[src/design/tbpc_pkg.sv]
package tbpc_pkg;

	// Configuration register indexes and width
	localparam int CFG_W = 16;
	localparam int CFG_IDX_W = 2;
	localparam logic [CFG_IDX_W-1:0] REG_DEBOUNCE = 2'd0;
	localparam logic [CFG_IDX_W-1:0] REG_SHORT_LIMIT = 2'd1;
	localparam logic [CFG_IDX_W-1:0] REG_LONG_LIMIT = 2'd2;

	// Low bit of the press event code: press kind
	localparam logic EV_SHORT = 1'b0;
	localparam logic EV_LONG = 1'b1;

	// Live configuration values
	typedef struct packed {
		logic [CFG_W-1:0] debounce_ticks;
		logic [CFG_W-1:0] short_limit_ticks;
		logic [CFG_W-1:0] long_limit_ticks;
	} cfg_t;

	// Result of one processed request
	typedef struct packed {
		logic       valid;
		logic [1:0] code;
	} evt_t;

endpackage

[src/design/two_button_press_classifier.sv]
// The press event of an accepted tick goes from the input register through the
// result register to the output; a stalled, full result register holds it back.
// Throughput: one tick per cycle unless out_stall holds a full result register;
// the per-tick counter update and limit compare lie between the two registers.
// Reset (arst_n low, asynchronous): idle, no marks pending, both buttons seen as
// released, counter zero, registers back to 50 / 800 / 2000 ticks.
module two_button_press_classifier #(
	parameter int COUNT_BITS = 16
) (
	input  logic                          clk,
	input  logic                          arst_n,
	input  logic                          in_valid,
	output logic                          in_stall,
	input  logic                          button_one_level,
	input  logic                          button_two_level,
	output logic                          out_valid,
	input  logic                          out_stall,
	output logic [1:0]                    press_event,
	input  logic                          wr_en,
	input  logic [tbpc_pkg::CFG_IDX_W-1:0] wr_index,
	input  logic [tbpc_pkg::CFG_W-1:0]     wr_data
);
	import tbpc_pkg::*;

	cfg_t cfg;
	evt_t evt;
	logic out_free;

	tbpc_cfg_regs u_cfg (
		.clk      (clk),
		.arst_n   (arst_n),
		.wr_en    (wr_en),
		.wr_index (wr_index),
		.wr_data  (wr_data),
		.cfg      (cfg)
	);

	tbpc_core #(
		.COUNT_BITS (COUNT_BITS)
	) u_core (
		.clk              (clk),
		.arst_n           (arst_n),
		.in_valid         (in_valid),
		.in_stall         (in_stall),
		.button_one_level (button_one_level),
		.button_two_level (button_two_level),
		.cfg              (cfg),
		.out_free         (out_free),
		.evt              (evt)
	);

	tbpc_out_reg u_out (
		.clk         (clk),
		.arst_n      (arst_n),
		.evt         (evt),
		.out_free    (out_free),
		.out_valid   (out_valid),
		.out_stall   (out_stall),
		.press_event (press_event)
	);

endmodule

[src/design/tbpc_cfg_regs.sv]
module tbpc_cfg_regs (
	input  logic                          clk,
	input  logic                          arst_n,
	input  logic                          wr_en,
	input  logic [tbpc_pkg::CFG_IDX_W-1:0] wr_index,
	input  logic [tbpc_pkg::CFG_W-1:0]     wr_data,
	output tbpc_pkg::cfg_t                cfg
);
	import tbpc_pkg::*;

	cfg_t cfg_q;

	// Write the addressed register; ignore unknown indexes
	always_ff @(posedge clk or negedge arst_n) begin
		if (!arst_n) begin
			cfg_q.debounce_ticks <= CFG_W'(50);
			cfg_q.short_limit_ticks <= CFG_W'(800);
			cfg_q.long_limit_ticks <= CFG_W'(2000);
		end else if (wr_en) begin
			case (wr_index)
				REG_DEBOUNCE: cfg_q.debounce_ticks <= wr_data;
				REG_SHORT_LIMIT: cfg_q.short_limit_ticks <= wr_data;
				REG_LONG_LIMIT: cfg_q.long_limit_ticks <= wr_data;
				default: ;
			endcase
		end
	end

	assign cfg = cfg_q;

endmodule

[src/design/tbpc_core.sv]
module tbpc_core #(
	parameter int COUNT_BITS = 16
) (
	input  logic           clk,
	input  logic           arst_n,
	input  logic           in_valid,
	output logic           in_stall,
	input  logic           button_one_level,
	input  logic           button_two_level,
	input  tbpc_pkg::cfg_t cfg,
	input  logic           out_free,
	output tbpc_pkg::evt_t evt
);
	import tbpc_pkg::*;

	localparam int CMP_W = (COUNT_BITS > CFG_W) ? COUNT_BITS : CFG_W;
	localparam logic [COUNT_BITS-1:0] CNT_MAX = {COUNT_BITS{1'b1}};

	localparam logic [1:0] PH_IDLE = 2'd0;
	localparam logic [1:0] PH_DEBOUNCE = 2'd1;
	localparam logic [1:0] PH_MEASURE = 2'd2;
	localparam logic [1:0] PH_WAIT_RELEASE = 2'd3;

	logic                  valid_s1;
	logic                  lv1_s1;
	logic                  lv2_s1;
	logic                  advance;

	logic [1:0]            phase_q, phase_n;
	logic                  chosen_q, chosen_n;
	logic                  pend_one_q, pend_one_n;
	logic                  pend_two_q, pend_two_n;
	logic [1:0]            prev_q;
	logic [COUNT_BITS-1:0] cnt_q, cnt_n, cnt_inc;
	logic                  chosen_level;
	logic                  p1, p2;
	logic                  emit;
	logic                  emit_kind;

	assign advance = valid_s1 && out_free;
	assign in_stall = valid_s1 && !out_free;

	// Input register: hold the sampled levels until processed
	always_ff @(posedge clk or negedge arst_n) begin
		if (!arst_n) begin
			valid_s1 <= 1'b0;
		end else if (!in_stall) begin
			valid_s1 <= in_valid;
		end
	end

	always_ff @(posedge clk) begin
		if (!in_stall && in_valid) begin
			lv1_s1 <= button_one_level;
			lv2_s1 <= button_two_level;
		end
	end

	// Next state for one tick
	always_comb begin
		p1 = pend_one_q | (prev_q[0] & ~lv1_s1);
		p2 = pend_two_q | (prev_q[1] & ~lv2_s1);
		chosen_level = chosen_q ? lv2_s1 : lv1_s1;
		cnt_inc = (cnt_q == CNT_MAX) ? cnt_q : cnt_q + 1'b1;
		phase_n = phase_q;
		chosen_n = chosen_q;
		pend_one_n = p1;
		pend_two_n = p2;
		cnt_n = cnt_q;
		emit = 1'b0;
		emit_kind = EV_SHORT;
		case (phase_q)
			PH_IDLE: begin
				if (p1 || p2) begin
					chosen_n = ~p1;
					pend_one_n = 1'b0;
					pend_two_n = 1'b0;
					cnt_n = '0;
					phase_n = PH_DEBOUNCE;
				end
			end
			PH_DEBOUNCE: begin
				cnt_n = cnt_inc;
				if (CMP_W'(cnt_inc) >= CMP_W'(cfg.debounce_ticks)) begin
					cnt_n = '0;
					phase_n = PH_MEASURE;
				end
			end
			PH_MEASURE: begin
				if (chosen_level) begin
					emit = CMP_W'(cnt_q) < CMP_W'(cfg.short_limit_ticks);
					emit_kind = EV_SHORT;
					phase_n = PH_IDLE;
				end else begin
					cnt_n = cnt_inc;
					if (CMP_W'(cnt_inc) >= CMP_W'(cfg.long_limit_ticks)) begin
						phase_n = PH_WAIT_RELEASE;
					end
				end
			end
			default: begin
				if (chosen_level) begin
					emit = 1'b1;
					emit_kind = EV_LONG;
					phase_n = PH_IDLE;
				end
			end
		endcase
	end

	// Advance the classifier state once per processed request
	always_ff @(posedge clk or negedge arst_n) begin
		if (!arst_n) begin
			phase_q <= PH_IDLE;
			chosen_q <= 1'b0;
			pend_one_q <= 1'b0;
			pend_two_q <= 1'b0;
			prev_q <= 2'b11;
			cnt_q <= '0;
		end else if (advance) begin
			phase_q <= phase_n;
			chosen_q <= chosen_n;
			pend_one_q <= pend_one_n;
			pend_two_q <= pend_two_n;
			prev_q <= {lv2_s1, lv1_s1};
			cnt_q <= cnt_n;
		end
	end

	assign evt.valid = advance && emit;
	assign evt.code = {chosen_q, emit_kind};

endmodule

[src/design/tbpc_out_reg.sv]
module tbpc_out_reg (
	input  logic           clk,
	input  logic           arst_n,
	input  tbpc_pkg::evt_t evt,
	output logic           out_free,
	output logic           out_valid,
	input  logic           out_stall,
	output logic [1:0]     press_event
);
	import tbpc_pkg::*;

	logic       out_valid_q;
	logic [1:0] press_q;

	assign out_free = !out_valid_q || !out_stall;

	// Load a new result whenever the slot is empty or being taken
	always_ff @(posedge clk or negedge arst_n) begin
		if (!arst_n) begin
			out_valid_q <= 1'b0;
		end else if (out_free) begin
			out_valid_q <= evt.valid;
		end
	end

	always_ff @(posedge clk) begin
		if (out_free && evt.valid) begin
			press_q <= evt.code;
		end
	end

	assign out_valid = out_valid_q;
	assign press_event = press_q;

endmodule
[config.mk]
export PLATFORM = sky130hd
export DESIGN_NAME = two_button_press_classifier
export DESIGN_NICKNAME = d
export VERILOG_FILES = /design/src/design/tbpc_pkg.sv /design/src/design/two_button_press_classifier.sv /design/src/design/tbpc_cfg_regs.sv /design/src/design/tbpc_core.sv /design/src/design/tbpc_out_reg.sv
export SDC_FILE = /design/constraint.sdc
export NUM_CORES = 1
export LEC_CHECK = 0
export ABC_CLOCK_PERIOD_IN_PS = 10600
export BUFFER_PORTS_ARGS = -buffer_cell sky130_fd_sc_hd__buf_2
export CAP_MARGIN = 40
export CORE_UTILIZATION = 50
export DETAILED_ROUTE_END_ITERATION = 8
export PLACE_DENSITY_LB_ADDON = 0.25
export SYNTH_ARGS = -nofsm -noshare
export SYNTH_HDL_FRONTEND = slang
export SYNTH_HIERARCHICAL = 1
export SYNTH_SLANG_ARGS = --single-unit
[constraint.sdc]
create_clock -name clk -period 10.6 [get_ports clk]
set_input_delay 1.06 -clock clk [delete_from_list [all_inputs] [get_ports clk]]
set_output_delay 1.06 -clock clk [all_outputs]
set_load 0.01 [all_outputs]
Word level (Yosys, flattened, before mapping)
Index checks and enable logic that the tools add are counted.
Widths: inputs -> output; s select.
Storage, ports and cells
  register bits: 77
  bits of input ports: 25
  word-level logic and storage cells: 77
Operators by class
  add/sub/neg operators: 1
  order comparisons: 3
  eq/ne operators: 9
  mux-type cells: 19
  bitwise logic cells: 7
  reductions and logical operators: 23
Operators by type and width (count)
  $mux 16: 4
  $pmux 16 s3: 1
  $ge 16x16->1: 2
  $add 16x1->16 const B: 1
  $eq 16x16->1 const B: 1
  $lt 16x16->1: 1
  $mux 2: 5
  $mux 1: 7
  $pmux 2 s3: 1
  $reduce_and 2->1: 3
  $logic_and 1x1->1: 5
  $reduce_and 5->1: 1
  $eq 2x1->1 const B: 2
  $eq 2x2->1 const B: 2
  $logic_not 1->1: 4
  $logic_not 2->1: 2
  $ne 2x1->1 const B: 2
  $reduce_and 4->1: 1
  $reduce_bool 4->1: 1
  $ne 3x1->1 const B: 1
  $not 1->1: 3
  $reduce_and 3->1: 1
  $reduce_bool 3->1: 1
  $reduce_or 3->1: 1
  other kinds (6): 9

Depth between registers and ports, before layout
  word-level depth: 6
  depth in mapped cells: 14
  gate-level depth less buffers: 12

Cells and area by module
Netlist, hierarchy kept.
Modules (own cells, without submodules)
  tbpc_core: instances 1, cells an instance 346, area an instance 2946.6 µm²
  tbpc_cfg_regs: instances 1, cells an instance 102, area an instance 1830.5 µm²
  tbpc_out_reg: instances 1, cells an instance 6, area an instance 107.6 µm²

Worst setup path before layout
Ideal clock, no wire load.
  path type: register to register
  start point: register u_core.cnt_q[0]
  end point: register u_core.cnt_q[11]
  setup time: 0.121 ns
  arrival time: 3.325 ns
  setup slack: 7.154 ns
  cell stages (with the launch flop): 13
  path buffers: 0
  path through: dfrtp_1 ha_1 nand4_1 o311a_1 and3_1 xor2_1 ha_1 nand4_1 or2_2 o41a_1 a21o_4 a21o_1 a22o_1
Between the ends
  longest elaborated chain between the ends: 5
  elaborated cells between the ends (all ways): 7
RTL lines
  start, declared: RTL line tbpc_core.sv:34  | logic [COUNT_BITS-1:0] cnt_q, cnt_n, cnt_inc;
  start signal, assigned: RTL line tbpc_core.sv:126  | cnt_q <= cnt_n;
  $add 16x1->16 / $eq 16x16->1 (equally long branches): RTL line tbpc_core.sv:64  | cnt_inc = (cnt_q == CNT_MAX) ? cnt_q : cnt_q + 1'b1;
  $mux 16 *: RTL line tbpc_core.sv:64
  $ge 16x16->1: RTL line tbpc_core.sv:84  | if (CMP_W'(cnt_inc) >= CMP_W'(cfg.debounce_ticks)) begin
  $mux 16: RTL line tbpc_core.sv:84
  $pmux 16 s3 *: RTL line tbpc_core.sv:72  | case (phase_q)
Mark *: on every way between the ends. The rest lies on a longest branch, timed or not. The select of a mux whose other input is x is not followed.
A chain may end at the register's enable or synchronous reset.

Worst setup path in the final report
  start point: register u_core.cnt_q[0]
  end point: register u_core.cnt_q[8]
Same word-level chain as after synthesis.

==> results by group <==
CTS
  – Root Driver: clkbuf_8
  – Setup Fix Bufs, Post-CTS: 0
  – Clock buffer depth: 2
  – H-Tree Depth: 3
  – Hold-fix buffers, CTS: 0
  – CTS Sinks: 77
  – CTS clk-pin slew, worst paths: 0.09 ns
  – CTS tree: yes
  – Post-cts sizing count: 0
  – Total CTS buffers: 9
  – Latest clock arrival within the worst-skew pair: 0.35 ns

Timing
  – Pins over their slew limit: 0
  – Final setup viols: 0
  – F_max: 254 MHz
  – RSZ-0062 raised after global routing: no
  – Final Skew: 0.0120 ns
  – Max-slew headroom: 39.7%
  – Final period utilization: 37.1%
  – Setup_tns: 0 ns
  – Hold Fails Final Rpt: 0
  – Slew @ Worst Pin: 0.903 ns
  – Final Critical Period: 3.94 ns

Critical path
  – Critical Path Source Type: flip-flop
  – Reg2reg path depth: 12
  – Critical-path cell list: ha_1 -> nand4_1 -> o311a_1 -> and3_1 -> xor2_1 -> ha_1 -> nand4_1 -> or2_2 -> o41a_1 -> a21oi_4 -> nor2_2 -> a22o_1
  – Crit path DAT: 4.17 ns
  – CP endpoint kind: flip-flop
  – Reg2reg end: u_core/cnt_q[8]
  – R2R setup slack: 6.66 ns
  – WP data required: 10.84 ns
  – CP max-delay cell: dfrtp_1
  – Critical path's largest stage delay: 0.48 ns
  – Crit Path Class: flip-flop to flip-flop
  – Crit-path max FO: 11
  – Worst r2r src: u_core/cnt_q[0]

Cells and area
  – # diodes: 0
  – Sequential Area: 0.00196 sq mm
  – Fillers: 845
  – Area grow syn2layout: 9.53%
  – Multi-input gate area: 0.00265 sq mm
  – Fraction of layout cells with a size suffix above 1: 27.3%
  – Final instance count without filler cells: 620
  – # nets final: 564

Pwr
  – Sw Ratio: 34.9%
  – Comb power frac: 33.3%
  – Sequential power share: 43.4%
  – Internal power: 0.592 mW
  – Worst vdd ir: 83.0 uV
  – Clock share of power: 23.3%
  – Leak: 2.66 nW
  – NetSw: 0.317 mW
  – PwrDens: 170 mW/mm^2

Global routing
  – Vias in the first global route: 3549
  – First-pass GRT wire length: 17000 microns
  – Grt total ovfl: 0
  – Largest net degree at the start of global routing: 48
  – Initial antenna violation count: 0
  – GRT Util Overall: 21.9%

Floorplanning
  – Rows: 35
  – Initial core utilization: 52.1%
  – Die Y: 101 microns
  – Number of primary I/O pins: 29
  – Core ar.: 0.00937 sq mm
  – Die area: 0.0102 sq mm
  – Die W: 101 microns

Worst hold path
  – Hold Path End: u_core/prev_q[0]
  – Hold Path Depth: 2
  – Min-delay worst type: flip-flop to flip-flop
  – HP Start: u_core/prev_q[0]

Route
  – Initial DRC count: 152
  – Via count of the routed design: 3530
  – Routed len/inst: 16.0 microns
  – Residual DRC: 0
  – Via/cell ratio: 5.69
  – Drt total wl: 9930 microns
  – First-pass DRT Iterations: 4
  – Antenna Nets Post-Route: 0

Synthesis
  – Mapped cell area: 0.00488 sq mm
  – Sequential share of the synthesized area: 40.2%
  – Top cell type's share of synthesized area: 30.2%
  – Synth Instances: 454
  – Syn_nets: 532
  – Async SR Flop Fraction: 94.8%
  – Count of state elements after synthesis: 77
  – Synth area leaders: dfrtp_1 30%, ha_1 14%, mux2_2 13%
  – Syn. warnings: 6
  – Synth Flop Type: dfrtp_1
  – EDFF count, synth: 4
  – Synth area leader: dfrtp_1
  – Mean Syn Cell Area: 10.8 sq um
  – Distinct cells, synth: 55

Outcome
  – Status: finished, final reports clean

Job
  – Max Cap Violations: 0

Place
  – Final HPWL DP: 7740 microns
  – Number of port buffers: 28
  – Placed insts: 604
  – GPL Wtd Cong: 0.911
==> placed cells by master, fill, tap and decap left out, types with 5 or more instances in the layout <==
cell type | netlist | routed
clkbuf_8 | 1 | 11
nor3_1 | 7 | 7
and2_1 | 9 | 9
dfstp_2 | 14 | 14
o21ai_0 | 16 | 16
a21o_1 | 16 | 16
a21oi_1 | 15 | 15
nand4_1 | 13 | 13
a22o_1 | 12 | 12
mux2_2 | 55 | 55
nand3_1 | 11 | 11
nor2_1 | 19 | 19
inv_1 | 53 | 53
buf_2 | 1 | 28
ha_1 | 53 | 53
dfrtp_1 | 59 | 59
nand2_1 | 16 | 16
nand2b_1 | 7 | 7
xor2_1 | 7 | 7
nor2b_1 | 5 | 5
==> sequential cells by signal, summed over array words and instances (netlist names), 2 cells and up <==
register / count
u_core/cnt_q: 16
u_out/press_event: 2
u_core/prev_q: 2
u_cfg/cfg: 48
u_core/phase_q: 2
==> power by group through the flow <==
stage	Combinational, mW	Clock (mW)	Sequential, mW
floorplan	0.233	0	0.390
global placement	0.291	0	0.397
detailed placement	0.299	0	0.400
CTS	0.302	0.219	0.395
global route	0.339	0.231	0.403
finish	0.303	0.212	0.395
==> stage by stage <==
stage / instance area [sq um] / hold WS [ns] / utilization (%) / worst slack, ns / total power, mW
final: 5350 / 0.499 / 57.1 / 6.66 / 0.909
after global routing: 5350 / 0.528 / 57.1 / 6.34 / 0.972
after CTS: 5350 / 0.504 / 57.1 / 6.70 / 0.916
after detailed placement: 5160 / 0.495 / 55.0 / 6.74 / 0.699
after global placement: 5120 / 0.475 / 54.6 / 6.83 / 0.687
after floorplan: 4880 / 0.467 / - / 7.15 / 0.623
==> how the worst max path moves through the flow <==
stage                        to  cells after the start  slack [ns]       startpoint
3_5_place_dp    u_core/cnt_q[5]                     12        6.74  u_core/cnt_q[0]
6_report        u_core/cnt_q[8]                     12        6.66  u_core/cnt_q[0]
4_1_cts         u_core/cnt_q[8]                     12        6.70  u_core/cnt_q[0]
2_1_floorplan  u_core/cnt_q[11]                     12        7.15  u_core/cnt_q[0]
5_1_grt         u_core/cnt_q[8]                     12        6.34  u_core/cnt_q[0]
3_3_place_gp   u_core/cnt_q[10]                     12        6.83  u_core/cnt_q[2]
==> area by class of cell <==
cell class	count	share of cell area, %
Sequential cell	77	36.7
Clock inverter	5	0.795
Clock buffer	11	2.83
Tap cell	129	3.02
Timing Repair Buffer	31	3.48
Inverter	53	3.72
Multi-Input combinational cell	314	49.4
==> per-layer routing <==
metal / up-vias / wire length (microns) / track usage [%]
met5: - / 0 / 0
met4: 0 / 259 / 8.03
met3: 21 / 365 / 4.99
met2: 79 / 4830 / 36.4
met1: 1739 / 4480 / 28.0
li1: 1691 / - / -
==> worst max-delay path, delay by kind of cell, from the launching register on <==
kind                     cells  cell delay, ns
flip-flops                   1            0.48
AND/OR/NAND/NOR              5            1.07
XOR/XNOR                     1            0.18
adder cells (fa/ha/maj)      2            0.65
AO/OA/AOI/OAI                4            1.45
==> synth_stat cells (7+ instances only) <==
master,instances
a21o_1,16
a21oi_1,15
a22o_1,12
and2_1,9
dfrtp_1,59
dfstp_2,14
ha_1,53
inv_1,53
mux2_2,55
nand2_1,16
nand2b_1,7
nand3_1,11
nand4_1,13
nor2_1,19
nor3_1,7
o21ai_0,16
xor2_1,7
==> kinds of logic (layout without fill, tap and decap cells) <==
| family | count (synthesis) | count (layout) | share of synthesized area, % |
|---|---|---|---|
| DFF | 77 | 77 | 40.2 |
| AOI/OAI and AO/OA | 88 | 88 | 13.6 |
| xor gates and xnor gates | 11 | 11 | 1.97 |
| muxes | 57 | 57 | 13.1 |
| and+or+nand+nor | 105 | 105 | 12.0 |
| adders and majority gates | 53 | 53 | 13.6 |
| buffers and inverters | 63 | 100 | 5.63 |
(Power assumes the default switching activity.)
